File: src/hdl/stp_pkg.sv
`timescale 1ns / 1ps

package stp_pkg;

    localparam int MAX_DIGITS_DEF = 3;

    localparam int MS_W     = 32;
    localparam int WEIGHT_W = 22;

    localparam logic [7:0] CH_NUL   = 8'h00;
    localparam logic [7:0] CH_TAB   = 8'h09;
    localparam logic [7:0] CH_CR    = 8'h0D;
    localparam logic [7:0] CH_SPACE = 8'h20;
    localparam logic [7:0] CH_ZERO  = 8'h30;
    localparam logic [7:0] CH_NINE  = 8'h39;
    localparam logic [7:0] CH_COLON = 8'h3A;
    localparam logic [7:0] CH_COMMA = 8'h2C;

    localparam logic [WEIGHT_W-1:0] W_HOURS   = 22'd3600000;
    localparam logic [WEIGHT_W-1:0] W_MINUTES = 22'd60000;
    localparam logic [WEIGHT_W-1:0] W_SECONDS = 22'd1000;

    typedef enum logic [2:0] {
        PH_IDLE    = 3'd0,
        PH_HOURS   = 3'd1,
        PH_MINUTES = 3'd2,
        PH_SECONDS = 3'd3,
        PH_MILLIS  = 3'd4
    } t_phase;

    typedef enum logic [1:0] {
        ST_OK      = 2'd0,
        ST_BADCHAR = 2'd1,
        ST_TOOLONG = 2'd2,
        ST_EMPTY   = 2'd3
    } t_status;

    typedef struct packed {
        logic              emit;
        logic [MS_W-1:0]   millis_total;
        t_status           status;
    } t_result;

    function automatic logic is_digit(input logic [7:0] c);
        return (c >= CH_ZERO) && (c <= CH_NINE);
    endfunction

    function automatic logic is_space(input logic [7:0] c);
        return (c == CH_SPACE) || ((c >= CH_TAB) && (c <= CH_CR));
    endfunction

    function automatic logic [WEIGHT_W-1:0] field_weight(input t_phase ph);
        logic [WEIGHT_W-1:0] w;
        unique case (ph)
            PH_HOURS:   w = W_HOURS;
            PH_MINUTES: w = W_MINUTES;
            PH_SECONDS: w = W_SECONDS;
            default:    w = '0;
        endcase
        return w;
    endfunction

endpackage

File: src/hdl/stp_core.sv
`timescale 1ns / 1ps

module stp_core #(
    parameter int MAX_DIGITS = stp_pkg::MAX_DIGITS_DEF
) (
    input  logic                        i_clk,
    input  logic                        i_rst_n,
    input  logic                        i_fire,
    input  logic                        i_start,
    input  logic [7:0]                  i_ch,
    output stp_pkg::t_result            o_res
);
    import stp_pkg::*;

    localparam int FV_W  = $clog2(10 ** MAX_DIGITS);
    localparam int CNT_W = $clog2(MAX_DIGITS + 1);

    t_phase                 r_phase, n_phase;
    logic [CNT_W-1:0]       r_cnt, n_cnt;
    logic [FV_W-1:0]        r_fval, n_fval;
    logic [MS_W-1:0]        r_total;
    logic [MS_W-1:0]        r_pend;

    logic                   dig, term, clr, load;
    logic [7:0]             delim;
    logic [FV_W+3:0]        acc;
    logic [FV_W+WEIGHT_W-1:0] prod;
    t_result                res;

    assign dig   = is_digit(i_ch);
    assign term  = (i_ch == CH_NUL) || is_space(i_ch);
    assign delim = (r_phase == PH_SECONDS) ? CH_COMMA : CH_COLON;
    assign acc   = ({4'd0, r_fval} << 3) + ({4'd0, r_fval} << 1)
                 + {FV_W'(0), i_ch[3:0]};
    assign prod  = {WEIGHT_W'(0), r_fval} * {FV_W'(0), field_weight(r_phase)};

    // next phase
    always_comb begin
        n_phase = r_phase;
        if (i_start) begin
            n_phase = dig ? PH_HOURS : PH_IDLE;
        end else begin
            unique case (r_phase)
                PH_HOURS, PH_MINUTES, PH_SECONDS: begin
                    if (dig) begin
                        if (r_cnt >= CNT_W'(MAX_DIGITS)) n_phase = PH_IDLE;
                    end else if (i_ch != delim || r_cnt == '0) begin
                        n_phase = PH_IDLE;
                    end else begin
                        n_phase = t_phase'(r_phase + 3'd1);
                    end
                end
                PH_MILLIS: begin
                    if (!dig || r_cnt >= CNT_W'(MAX_DIGITS)) n_phase = PH_IDLE;
                end
                default: n_phase = PH_IDLE;
            endcase
        end
    end

    // field update and result
    always_comb begin
        n_cnt            = r_cnt;
        n_fval           = r_fval;
        clr              = 1'b0;
        load             = 1'b0;
        res.emit         = 1'b0;
        res.millis_total = '0;
        res.status       = ST_OK;
        if (i_start) begin
            clr = 1'b1;
            if (dig) begin
                n_cnt  = CNT_W'(1);
                n_fval = FV_W'(i_ch[3:0]);
            end else begin
                res.emit   = 1'b1;
                res.status = ST_BADCHAR;
            end
        end else if (r_phase == PH_IDLE || r_phase > PH_MILLIS) begin
            n_cnt = r_cnt;
        end else if (dig) begin
            if (r_cnt >= CNT_W'(MAX_DIGITS)) begin
                clr        = 1'b1;
                res.emit   = 1'b1;
                res.status = ST_TOOLONG;
            end else begin
                n_fval = acc[FV_W-1:0];
                n_cnt  = r_cnt + CNT_W'(1);
            end
        end else if (r_phase == PH_MILLIS) begin
            clr      = 1'b1;
            res.emit = 1'b1;
            if (!term) begin
                res.status = ST_BADCHAR;
            end else if (r_cnt == '0) begin
                res.status = ST_EMPTY;
            end else begin
                res.millis_total = r_total + MS_W'(r_fval);
            end
        end else if (i_ch != delim) begin
            clr        = 1'b1;
            res.emit   = 1'b1;
            res.status = ST_BADCHAR;
        end else if (r_cnt == '0) begin
            clr        = 1'b1;
            res.emit   = 1'b1;
            res.status = ST_EMPTY;
        end else begin
            load   = 1'b1;
            n_fval = '0;
            n_cnt  = '0;
        end
        if (clr && !i_start) begin
            n_cnt  = '0;
            n_fval = '0;
        end
    end

    // weighted field product is parked in r_pend and folded into the total
    // on the following cycle; a field always needs a digit before the next use
    always_ff @(posedge i_clk) begin
        if (!i_rst_n) begin
            r_phase <= PH_IDLE;
            r_cnt   <= '0;
            r_fval  <= '0;
            r_total <= '0;
            r_pend  <= '0;
        end else begin
            if (i_fire) begin
                r_phase <= n_phase;
                r_cnt   <= n_cnt;
                r_fval  <= n_fval;
            end
            if (i_fire && clr) begin
                r_total <= '0;
                r_pend  <= '0;
            end else begin
                r_total <= r_total + r_pend;
                r_pend  <= (i_fire && load) ? MS_W'(prod) : '0;
            end
        end
    end

    assign o_res = res;

endmodule

File: src/hdl/subtitle_timestamp_parser.sv
`timescale 1ns / 1ps

// Timestamp parser for text of the form hh:mm:ss,mmm.
// Slave side: one character per word, i_s_tdata holds the ASCII byte and
// i_s_tuser marks the first character of a new timestamp.
// Master side: one word per finished timestamp or per first error;
// o_m_tdata carries the millisecond total (zero on error) and o_m_tuser
// the status (ok, bad character, field too long, empty field).
// A word accepted into the input register is parsed there; its result, if
// any, is registered onto the master side when the word is consumed.
// One character per cycle is taken sustained while results are taken: an input
// register and an output register bracket a single pass of compare,
// decimal accumulate and one constant-weight multiply per field.
// When the master side stalls with a result held, the input register
// still fills, then o_s_tready drops until the result is taken.
// Reset (synchronous, active low) empties both registers and returns
// the parser to idle, waiting for a start character.
module subtitle_timestamp_parser #(
    parameter int MAX_DIGITS = stp_pkg::MAX_DIGITS_DEF
) (
    input  logic        i_clk,
    input  logic        i_rst_n,
    input  logic        i_s_tvalid,
    output logic        o_s_tready,
    input  logic [7:0]  i_s_tdata,   // [7:0] ch
    input  logic        i_s_tuser,   // [0] start_req
    output logic        o_m_tvalid,
    input  logic        i_m_tready,
    output logic [31:0] o_m_tdata,   // [31:0] millis_total
    output logic [1:0]  o_m_tuser    // [1:0] status
);
    import stp_pkg::*;

    logic       r_in_valid;
    logic       r_in_start;
    logic [7:0] r_in_ch;
    logic       r_out_valid;
    logic [MS_W-1:0] r_out_ms;
    t_status    r_out_st;
    logic       fire;
    t_result    res;

    assign fire       = r_in_valid && (!r_out_valid || i_m_tready);
    assign o_s_tready = !r_in_valid || fire;

    stp_core #(
        .MAX_DIGITS(MAX_DIGITS)
    ) u_core (
        .i_clk   (i_clk),
        .i_rst_n (i_rst_n),
        .i_fire  (fire),
        .i_start (r_in_start),
        .i_ch    (r_in_ch),
        .o_res   (res)
    );

    always_ff @(posedge i_clk) begin
        if (!i_rst_n) begin
            r_in_valid <= 1'b0;
        end else if (o_s_tready) begin
            r_in_valid <= i_s_tvalid;
        end
    end

    always_ff @(posedge i_clk) begin
        if (o_s_tready && i_s_tvalid) begin
            r_in_start <= i_s_tuser;
            r_in_ch    <= i_s_tdata;
        end
    end

    always_ff @(posedge i_clk) begin
        if (!i_rst_n) begin
            r_out_valid <= 1'b0;
        end else if (fire) begin
            r_out_valid <= res.emit;
        end else if (i_m_tready) begin
            r_out_valid <= 1'b0;
        end
    end

    always_ff @(posedge i_clk) begin
        if (fire && res.emit) begin
            r_out_ms <= res.millis_total;
            r_out_st <= res.status;
        end
    end

    assign o_m_tvalid = r_out_valid;
    assign o_m_tdata  = r_out_ms;
    assign o_m_tuser  = r_out_st;

endmodule

File: config.mk
export PLATFORM = sky130hd
export DESIGN_NAME = subtitle_timestamp_parser
export DESIGN_NICKNAME = d
export VERILOG_FILES = /design/src/hdl/stp_pkg.sv /design/src/hdl/stp_core.sv /design/src/hdl/subtitle_timestamp_parser.sv
export SDC_FILE = /design/constraint.sdc
export NUM_CORES = 1
export LEC_CHECK = 0
export BUFFER_PORTS_ARGS = -buffer_cell sky130_fd_sc_hd__buf_2
export CAP_MARGIN = 20
export CORE_MARGIN = 2
export CORE_UTILIZATION = 52
export DETAILED_ROUTE_END_ITERATION = 12
export GPL_TIMING_DRIVEN = 0
export PLACE_DENSITY = 0.8
export SYNTH_ARGS = -nofsm -noshare
export SYNTH_HDL_FRONTEND = slang
export SYNTH_SLANG_ARGS = --single-unit
File: constraint.sdc
create_clock -name i_clk -period 16.49 [get_ports i_clk]
set_clock_uncertainty 0.1 [all_clocks]
set_input_delay 3.298 -clock i_clk [delete_from_list [all_inputs] [get_ports i_clk]]
set_output_delay 3.298 -clock i_clk [all_outputs]
set_load 0.01 [all_outputs]
==> impl_metrics.csv, run 1 <==
group,metric,value,unit
critical_path,cp_launch_type,"input pin",
clocking,clk_path_buf_depth,2,
power,p_sw_share,22.04,%
critical_path,crit_path_max_incr_delay,190,ps
global_routing,gr-total-overflow,0,
power,power_leakage,6.163,nW
timing,timing.final.max_slew_violations,0,
critical_path,crit_path_frequent_cell,"buf_2",
critical_path,cp.required,13090,ps
routing,detail_route.first_pass.iterations,5,
global_routing,use_met2,38.06,%
timing,setup_viol,0,
min_path,worst_hold_path_type,"reg -> reg",
timing,smallest_hold_slack,405.1,ps
logic_synthesis,synth_fp_nets,1438,
global_routing,global_route.usage.met1,26.32,%
floorplanning,die_width,149.2,µm
critical_path,critPathSlowestCell,"nor2b_1",
critical_path,path_class,"in -> out",
critical_path,rr_startpoint,"u_core.r_phase[0]",
power,power_density,55.84,nW/µm²
floorplanning,initial_utilization,52.62,%
routing,drt-total-wl,23.54,mm
global_routing,gr-usage-met3,3.761,%
global_routing,number_of_antenna_violations_at_the_first_check_in_global_routing,0,
logic_synthesis,synth-edff-count,43,
critical_path,crit_arrival,3830,ps
critical_path,critical_path.n_buffers_inverters,2,
power,worst_ir_drop_vdd,0.00005243,V
layout,final.fill_count,1746,
layout,layout-area-overhead-vs-synth,10.32,%
critical_path,critical_path.max_fanout,3,
min_path,worstHoldPathCells,2,
critical_path,critical_path.top_delay_family,"simple AND/OR/NAND/NOR gates",
timing,final.setup.tns,0,ps
timing,post-route-min-period,7224,ps
placement,place_hpwl,18.94,mm
clocking,clockRootBuffer,"clkbuf_16",
logic_synthesis,postSynthAreaPerCell,9.270,µm²
timing,max_slew.worst_pin.slew,998.7,ps
logic_synthesis,share_of_synthesized_registers_carrying_an_async_set_or_reset,0,%
logic_synthesis,yosys_register_bits,118,
global_routing,grt.busiest_layer,"met2",
layout,finalInstanceArea,12090,µm²
floorplanning,fp-row-count,53,
power,totalPowerFinal,0.0006750,W
placement,place_area,11540,µm²
clocking,post_cts_hold_buffer_count,0,
logic_synthesis,synth_seq_area_share,25.49,%
routing,drt_iter0_markers,496,
timing,final_hold_violations,0,
routing,drc,0,
critical_path,regToRegEndpoint,"u_core.r_pend[31]",
min_path,hold_start,"u_core.r_cnt[0]",
min_path,worstHoldEndpoint,"u_core.r_cnt[0]",
global_routing,grt_start_max_net_pins,36,
timing,post-route-period-util,43.81,%
clocking,clkSinkCount,118,
floorplanning,core_region_area,20820,µm²
logic_synthesis,netlist.area_leader.share,17.36,%
critical_path,cp_cell_instances,"buf_2, nor2b_1, nand2_1, buf_2",
global_routing,grt.total_usage,21.78,%
timing,headroom_to_the_max_slew_limit,33.02,%
placement,portBuffers,48,
routing,routedWlPerCell,15.31,µm
power,p_int,0.0005262,W
floorplanning,die_h,149.2,µm
critical_path,critical_path.endpoint_type,"output port",
layout,n_antenna_cell,0,
placement,gpl.final_weighted_congestion,0.9280,
routing,viasPerCell,5.418,
critical_path,r2r_cells,23,
clocking,h_tree_depth,4,
clocking,tritoncts,"yes",
critical_path,reg2reg_slack,9470,ps
floorplanning,fp.dieArea,22250,µm²
logic_synthesis,synth-warning-count,0,
logic_synthesis,ys_dominant_reg_cell,"dfxtp_1",
logic_synthesis,synth_area,10960,µm²
timing,rsz0062_at_grt,"false",
clocking,postCtsResizedCells,0,
status,outcome,"finished clean",
power,sequential_share_of_power,45.7,%
power,pwr-share-clk,51.0,%
layout,final_layout_size_suffix_gt1_share,7.052,%
clocking,worst_skew_pair.late_latency,420,ps
logic_synthesis,post_syn_instances,1182,
clocking,cts_inserted_buffers,17,
layout,nNetsFinal,1505,
global_routing,first_pass_grt_wire_length,38.43,mm
logic_synthesis,synth_area_leaders,"fa_1 (17%), ha_1 (17%), dfxtp_1 (14%)",
global_routing,first_global_vias,8220,
logic_synthesis,netlist-cell-type-count,62,
clocking,cts.clk_slew.worst_paths,60,ps
power,power.share.combinational,3.3,%
floorplanning,num_io_pins,49,
timing,max_clock_freq,138.4,MHz
clocking,post-cts-setup-buffer-count,0,
logic_synthesis,synthDominantAreaCellType,"fa_1",
routing,via_count,8328,
run,max_cap_viol_count,0,
routing,ant_nets,0,
power,p_sw,0.0001488,W
metrics by stage:
step           util, %  setup WS, ps  instances
6_report         58.05          9266       1537
5_1_grt          58.05          9060       1537
4_1_cts          58.05          9269       1537
3_5_place_dp     55.43          9273       1505
3_3_place_gp     55.43          9292       1505
2_1_floorplan        -          9518       1182
synth_stat cells, types with 4 or more instances:
library cell / instances
inv_1: 182
ha_1: 148
nor2_1: 133
fa_1: 95
dfxtp_1: 75
nand2_1: 64
a21oi_1: 58
xor2_1: 44
edfxtp_1: 43
o21ai_0: 41
xnor2_1: 41
a21o_1: 35
clkbuf_1: 24
and2_1: 23
nor3_1: 18
nand2b_1: 15
nand3_1: 12
and3_1: 11
o21a_1: 10
a22oi_1: 9
nor2b_1: 9
a211oi_1: 8
or3_1: 8
nand4_1: 7
a31oi_1: 6
o211ai_1: 6
o31ai_1: 5
o22ai_1: 4
how the worst max path moves through the flow:
stage                   endpoint  slack [ps]              start  depth (start not counted)
2_1_floorplan         o_s_tready        9520         i_m_tready                          2
3_3_place_gp          o_s_tready        9290         i_m_tready                          4
3_5_place_dp          o_s_tready        9270         i_m_tready                          4
4_1_cts               o_s_tready        9270         i_m_tready                          4
5_1_grt        u_core.r_pend[31]        9060  u_core.r_phase[0]                         26
6_report              o_s_tready        9270         i_m_tready                          4
routing by layer:
metal | vias to the layer above | part of all wire [%]
met1 | 3963 | 42
met3 | 53 | 4.6
met2 | 229 | 50
li1 | 4083 | -
met5 | - | 0
met4 | 0 | 3.6
cells by family (layout without fill, tap and decap cells):
| group | count (synthesis) | count (layout) | share of synthesized area (%) |
|---|---|---|---|
| flip-flops | 118 | 118 | 25.49 |
| AO/OA/AOI/OAI | 208 | 208 | 12.32 |
| adder cells (fa/ha/maj) | 243 | 243 | 34.26 |
| XOR/XNOR | 85 | 85 | 6.795 |
| buffers and inverters | 208 | 288 | 7.263 |
| AND/OR/NAND/NOR | 320 | 320 | 13.87 |
worst reg2reg max path, delay by kind of cell, from the launching register on:
family	cells	cell delay, ps
compound gates	6	1580
buf+inv	4	540
fa+ha+maj	7	3140
simple gates	5	980
xor+xnor	1	150
flops	1	440
area by class of cell:
class | instances | area (µm²) | area share, %
inverters | 182 | 683.2 | 5.652
repair buffers | 48 | 240.2 | 1.987
multi-input cells | 856 | 7368 | 60.96
clock inverters | 9 | 78.83 | 0.6521
well taps | 275 | 344.1 | 2.847
flip-flops and latches | 118 | 2793 | 23.10
plain buffers | 26 | 112.6 | 0.9316
clock buffers | 23 | 467.9 | 3.871
power by group through the flow:
stage / registers, W / clock network, W / logic [W]
after detailed placement: 0.000314 / 0 / 0.0000222
after global routing: 0.000309 / 0.000362 / 0.0000246
after CTS: 0.000308 / 0.000348 / 0.0000225
after floorplan: 0.000315 / 0 / 0.0000127
final: 0.000308 / 0.000345 / 0.0000223
after global placement: 0.000314 / 0 / 0.0000214
layout by cell type (no fill, tap or decap), drive strengths merged, types with 3 or more instances in the layout:
cell and n:
o31ai 5, a22oi 9, xor2 44, edfxtp 43
xnor2 41, a221oi 3, o22ai 4, a21oi 59
nand2b 15, clkinv 7, o211ai 6, or3 8
ha 148, fa 95, buf 50, nand3 12
clkbuf 47, nor3b 3, nand4 7, nor2 133
o21ai 42, and2 23, inv 182, a21o 35
a31oi 6, or2 3, o21a 10, dfxtp 75
nor3 18, a211oi 9, nor2b 10, nand2 64
and3 11
sequential cells by signal, summed over array words and instances, names as in the netlist, 2 cells and up:
signal / cells
o_m_tdata: 32
o_m_tuser: 2
r_in_ch: 8
u_core.r_cnt: 2
u_core.r_fval: 10
u_core.r_pend: 29
u_core.r_phase: 3
u_core.r_total: 29
Note: power is estimated with default switching activity, not from simulation.
==> inputs of run 2 (changes only) <==
Settings changed: ABC_AREA set to 1.
Clock period 16.49 ns to 6.7 ns, I/O delays scaled along.
==> run 2 against run 1 <==
  * Sequential power is 150% higher
  * Design area is 14% higher
  * Register-to-register slack lost 9000 ps
  * Largest power group unchanged
  * Total power grew to 2.6 times the previous value
  * Core utilization rose by 0.43 points
  * Largest cell class unchanged
==> impl_metrics.csv, run 2 <==
group,metric,value,unit
placement,gpl.final_weighted_congestion,0.9684,
logic_synthesis,yosys_register_bits,118,
timing,rsz0062_at_grt,"false",
min_path,worst_hold_path_type,"reg -> reg",
clocking,post_cts_hold_buffer_count,0,
layout,fin_util,58.48,%
status,outcome,"finished clean",
power,totalPowerFinal,0.001778,W
routing,routedWlPerCell,14.27,µm
timing,timing.final.max_slew_violations,0,
layout,layout.cells.non_filler,2118,
global_routing,first_global_vias,11140,
routing,drt-total-wl,30.22,mm
routing,ant_nets,0,
layout,nNetsFinal,2042,
critical_path,path_class,"reg -> reg",
clocking,clockRootBuffer,"clkbuf_16",
logic_synthesis,top_cells_by_count_synth,"nand2_1 (396), inv_1 (378), nor2_1 (192)",
critical_path,r2r_cells,23,
run,max_cap_viol_count,0,
timing,max_clock_freq,160.7,MHz
logic_synthesis,share_of_synthesized_registers_carrying_an_async_set_or_reset,0,%
placement,portBuffers,48,
logic_synthesis,synth-edff-count,43,
timing,setup_viol,0,
floorplanning,die_width,158.8,µm
power,power_density,129.5,nW/µm²
placement,place_hpwl,25.28,mm
clocking,postCtsResizedCells,0,
timing,max_slew.worst_pin.slew,596.4,ps
global_routing,grt_start_max_net_pins,29,
global_routing,first_pass_grt_wire_length,51.69,mm
logic_synthesis,synth_fp_nets,1974,
routing,drt_iter0_markers,812,
critical_path,crit_arrival,6430,ps
routing,detail_route.first_pass.iterations,8,
layout,final_cell_mix,"nand2_1 (396), inv_1 (378), nor2_1 (192)",
layout,layout.cells.most_common,"nand2_1",
layout,n_antenna_cell,0,
floorplanning,core_region_area,23470,µm²
logic_synthesis,postSynthAreaPerCell,7.253,µm²
floorplanning,fp-row-count,56,
routing,dr.max_layer_used,"met4",
global_routing,grt.total_usage,25.05,%
floorplanning,fp.dieArea,25220,µm²
critical_path,reg2reg_slack,480,ps
logic_synthesis,synth-warning-count,0,
critical_path,cp.required,6900,ps
critical_path,critical_path.endpoint_type,"flip-flop",
layout,final_layout_size_suffix_gt1_share,7.337,%
routing,wl_met3,1.858,mm
timing,post-route-period-util,92.85,%
global_routing,gr-total-overflow,0,
global_routing,number_of_antenna_violations_at_the_first_check_in_global_routing,0,
timing,headroom_to_the_max_slew_limit,59.82,%
layout,largest_reg_flops,32,
logic_synthesis,synth_area_leaders,"fa_1 (15%), ha_1 (15%), dfxtp_1 (12%)",
floorplanning,initial_utilization,53.09,%
clocking,h_tree_depth,4,
critical_path,cp_launch_type,"flip-flop",
logic_synthesis,ys_dominant_reg_cell,"dfxtp_1",
clocking,post-cts-setup-buffer-count,0,
clocking,clk_path_buf_depth,2,
logic_synthesis,netlist.area_leader.share,15.26,%
layout,final.fill_count,2115,
clocking,tritoncts,"yes",
layout,finalInstanceArea,13730,µm²
logic_synthesis,post_syn_instances,1718,
routing,via_count,10980,
logic_synthesis,synth.most_common_cell,"nand2_1",
routing,detail_route.wirelength.met1,13.06,mm
clocking,clkSinkCount,118,
routing,viasPerCell,5.183,
floorplanning,num_io_pins,49,
logic_synthesis,synth_seq_area_share,22.41,%
timing,post-route-min-period,6221,ps
logic_synthesis,netlist-cell-type-count,37,
placement,placedCellCount,2086,
routing,drc,0,
power,worst_ir_drop_vdd,0.0001586,V
min_path,worstHoldPathCells,2,
routing,met2_length,14.54,mm
clocking,worst_skew_pair.late_latency,410,ps
timing,final.setup.tns,0,ps
clocking,cts.clk_slew.worst_paths,60,ps
timing,final_hold_violations,0,
logic_synthesis,synth_area,12460,µm²
power,power_leakage,7.142,nW
clocking,cts_inserted_buffers,17,
layout,layout-area-overhead-vs-synth,10.16,%
floorplanning,die_h,158.8,µm
logic_synthesis,synthDominantAreaCellType,"fa_1",
placement,place_area,13130,µm²
critical_path,critical_path.max_fanout,8,
-- run 2: changes by cell type in the layout (fill, tap and decap cells not counted), sizes merged, moves of 31 or more --
| cell | previous run | this run |
|---|---|---|
| a21oi | 59 | 92 |
| a21o | 35 | 4 |
| nand3 | 12 | 81 |
| xnor2 | 41 | 10 |
| nand2 | 64 | 403 |
| inv | 182 | 385 |
| nor2 | 133 | 218 |
-- run 2: final timing paths --
kind	from	to
worst min-delay path	u_core.r_cnt[1]	u_core.r_cnt[1]
worst max register to register	u_core.r_phase[0]	u_core.r_pend[24]
worst max-delay path	u_core.r_phase[0]	u_core.r_pend[24]
worst min register to register	u_core.r_cnt[1]	u_core.r_cnt[1]
-- run 2: cell type report --
class / count / area (µm²) / area share [%]
plain buffers: 15 / 90.09 / 0.6563
clock buffers: 20 / 446.7 / 3.254
clock inverters: 12 / 152.6 / 1.112
inverters: 385 / 1445 / 10.53
multi-input cells: 1200 / 8133 / 59.25
flip-flops and latches: 118 / 2793 / 20.34
well taps: 319 / 399.1 / 2.908
repair buffers: 49 / 267.8 / 1.951
-- run 2: metrics by stage --
stage | setup WS, ps | hold WS [ps]
detailed placement | 365.7 | 380.2
finish | 478.9 | 385.5
global route | 164.7 | 413.3
global placement | 423.4 | 377.3
floorplan | 1395 | 361.2
CTS | 337.3 | 388.8
-- run 2: critical path: stages, from the launching register on --
cell and delay, ps:
dfxtp_1 390, inv_1 120, ha_1 230, o21ai_1 340, nand2_1 340, inv_1 380, nor2_1 80, ha_1 310
xor2_1 200, fa_1 530, fa_1 530, fa_1 620, fa_1 440, ha_1 390, a21oi_1 300, nor2_1 70
nor2_1 190, nor2_1 60, nor2_1 170, nand3_1 100, nand2_1 70, nand2_1 50, inv_1 60, nor2_2 40
-- run 2: cells by family (layout without fill, tap and decap cells) --
kind of cell,count (synthesis),in the layout,synth area share [%]
buffers and inverters,400,481,12.32
AO/OA/AOI/OAI,153,153,6.587
adder cells (fa/ha/maj),243,243,30.12
AND/OR/NAND/NOR,769,769,26.10
flip-flops,118,118,22.41
XOR/XNOR,35,35,2.460
-- run 2: power by group --
| group | switching (W) | internal, W |
|---|---|---|
| combinational | 0.0000582 | 0.0000272 |
| clock | 0.000334 | 0.000595 |
| sequential | 0.00000775 | 0.000756 |
| total | 0.000400 | 0.00138 |
-- run 2: metal layers --
metal | vias up | track usage (%)
met5 | - | 0
met4 | 0 | 9.341
met3 | 60 | 2.821
met2 | 353 | 43.27
met1 | 5084 | 32.34
li1 | 5480 | -
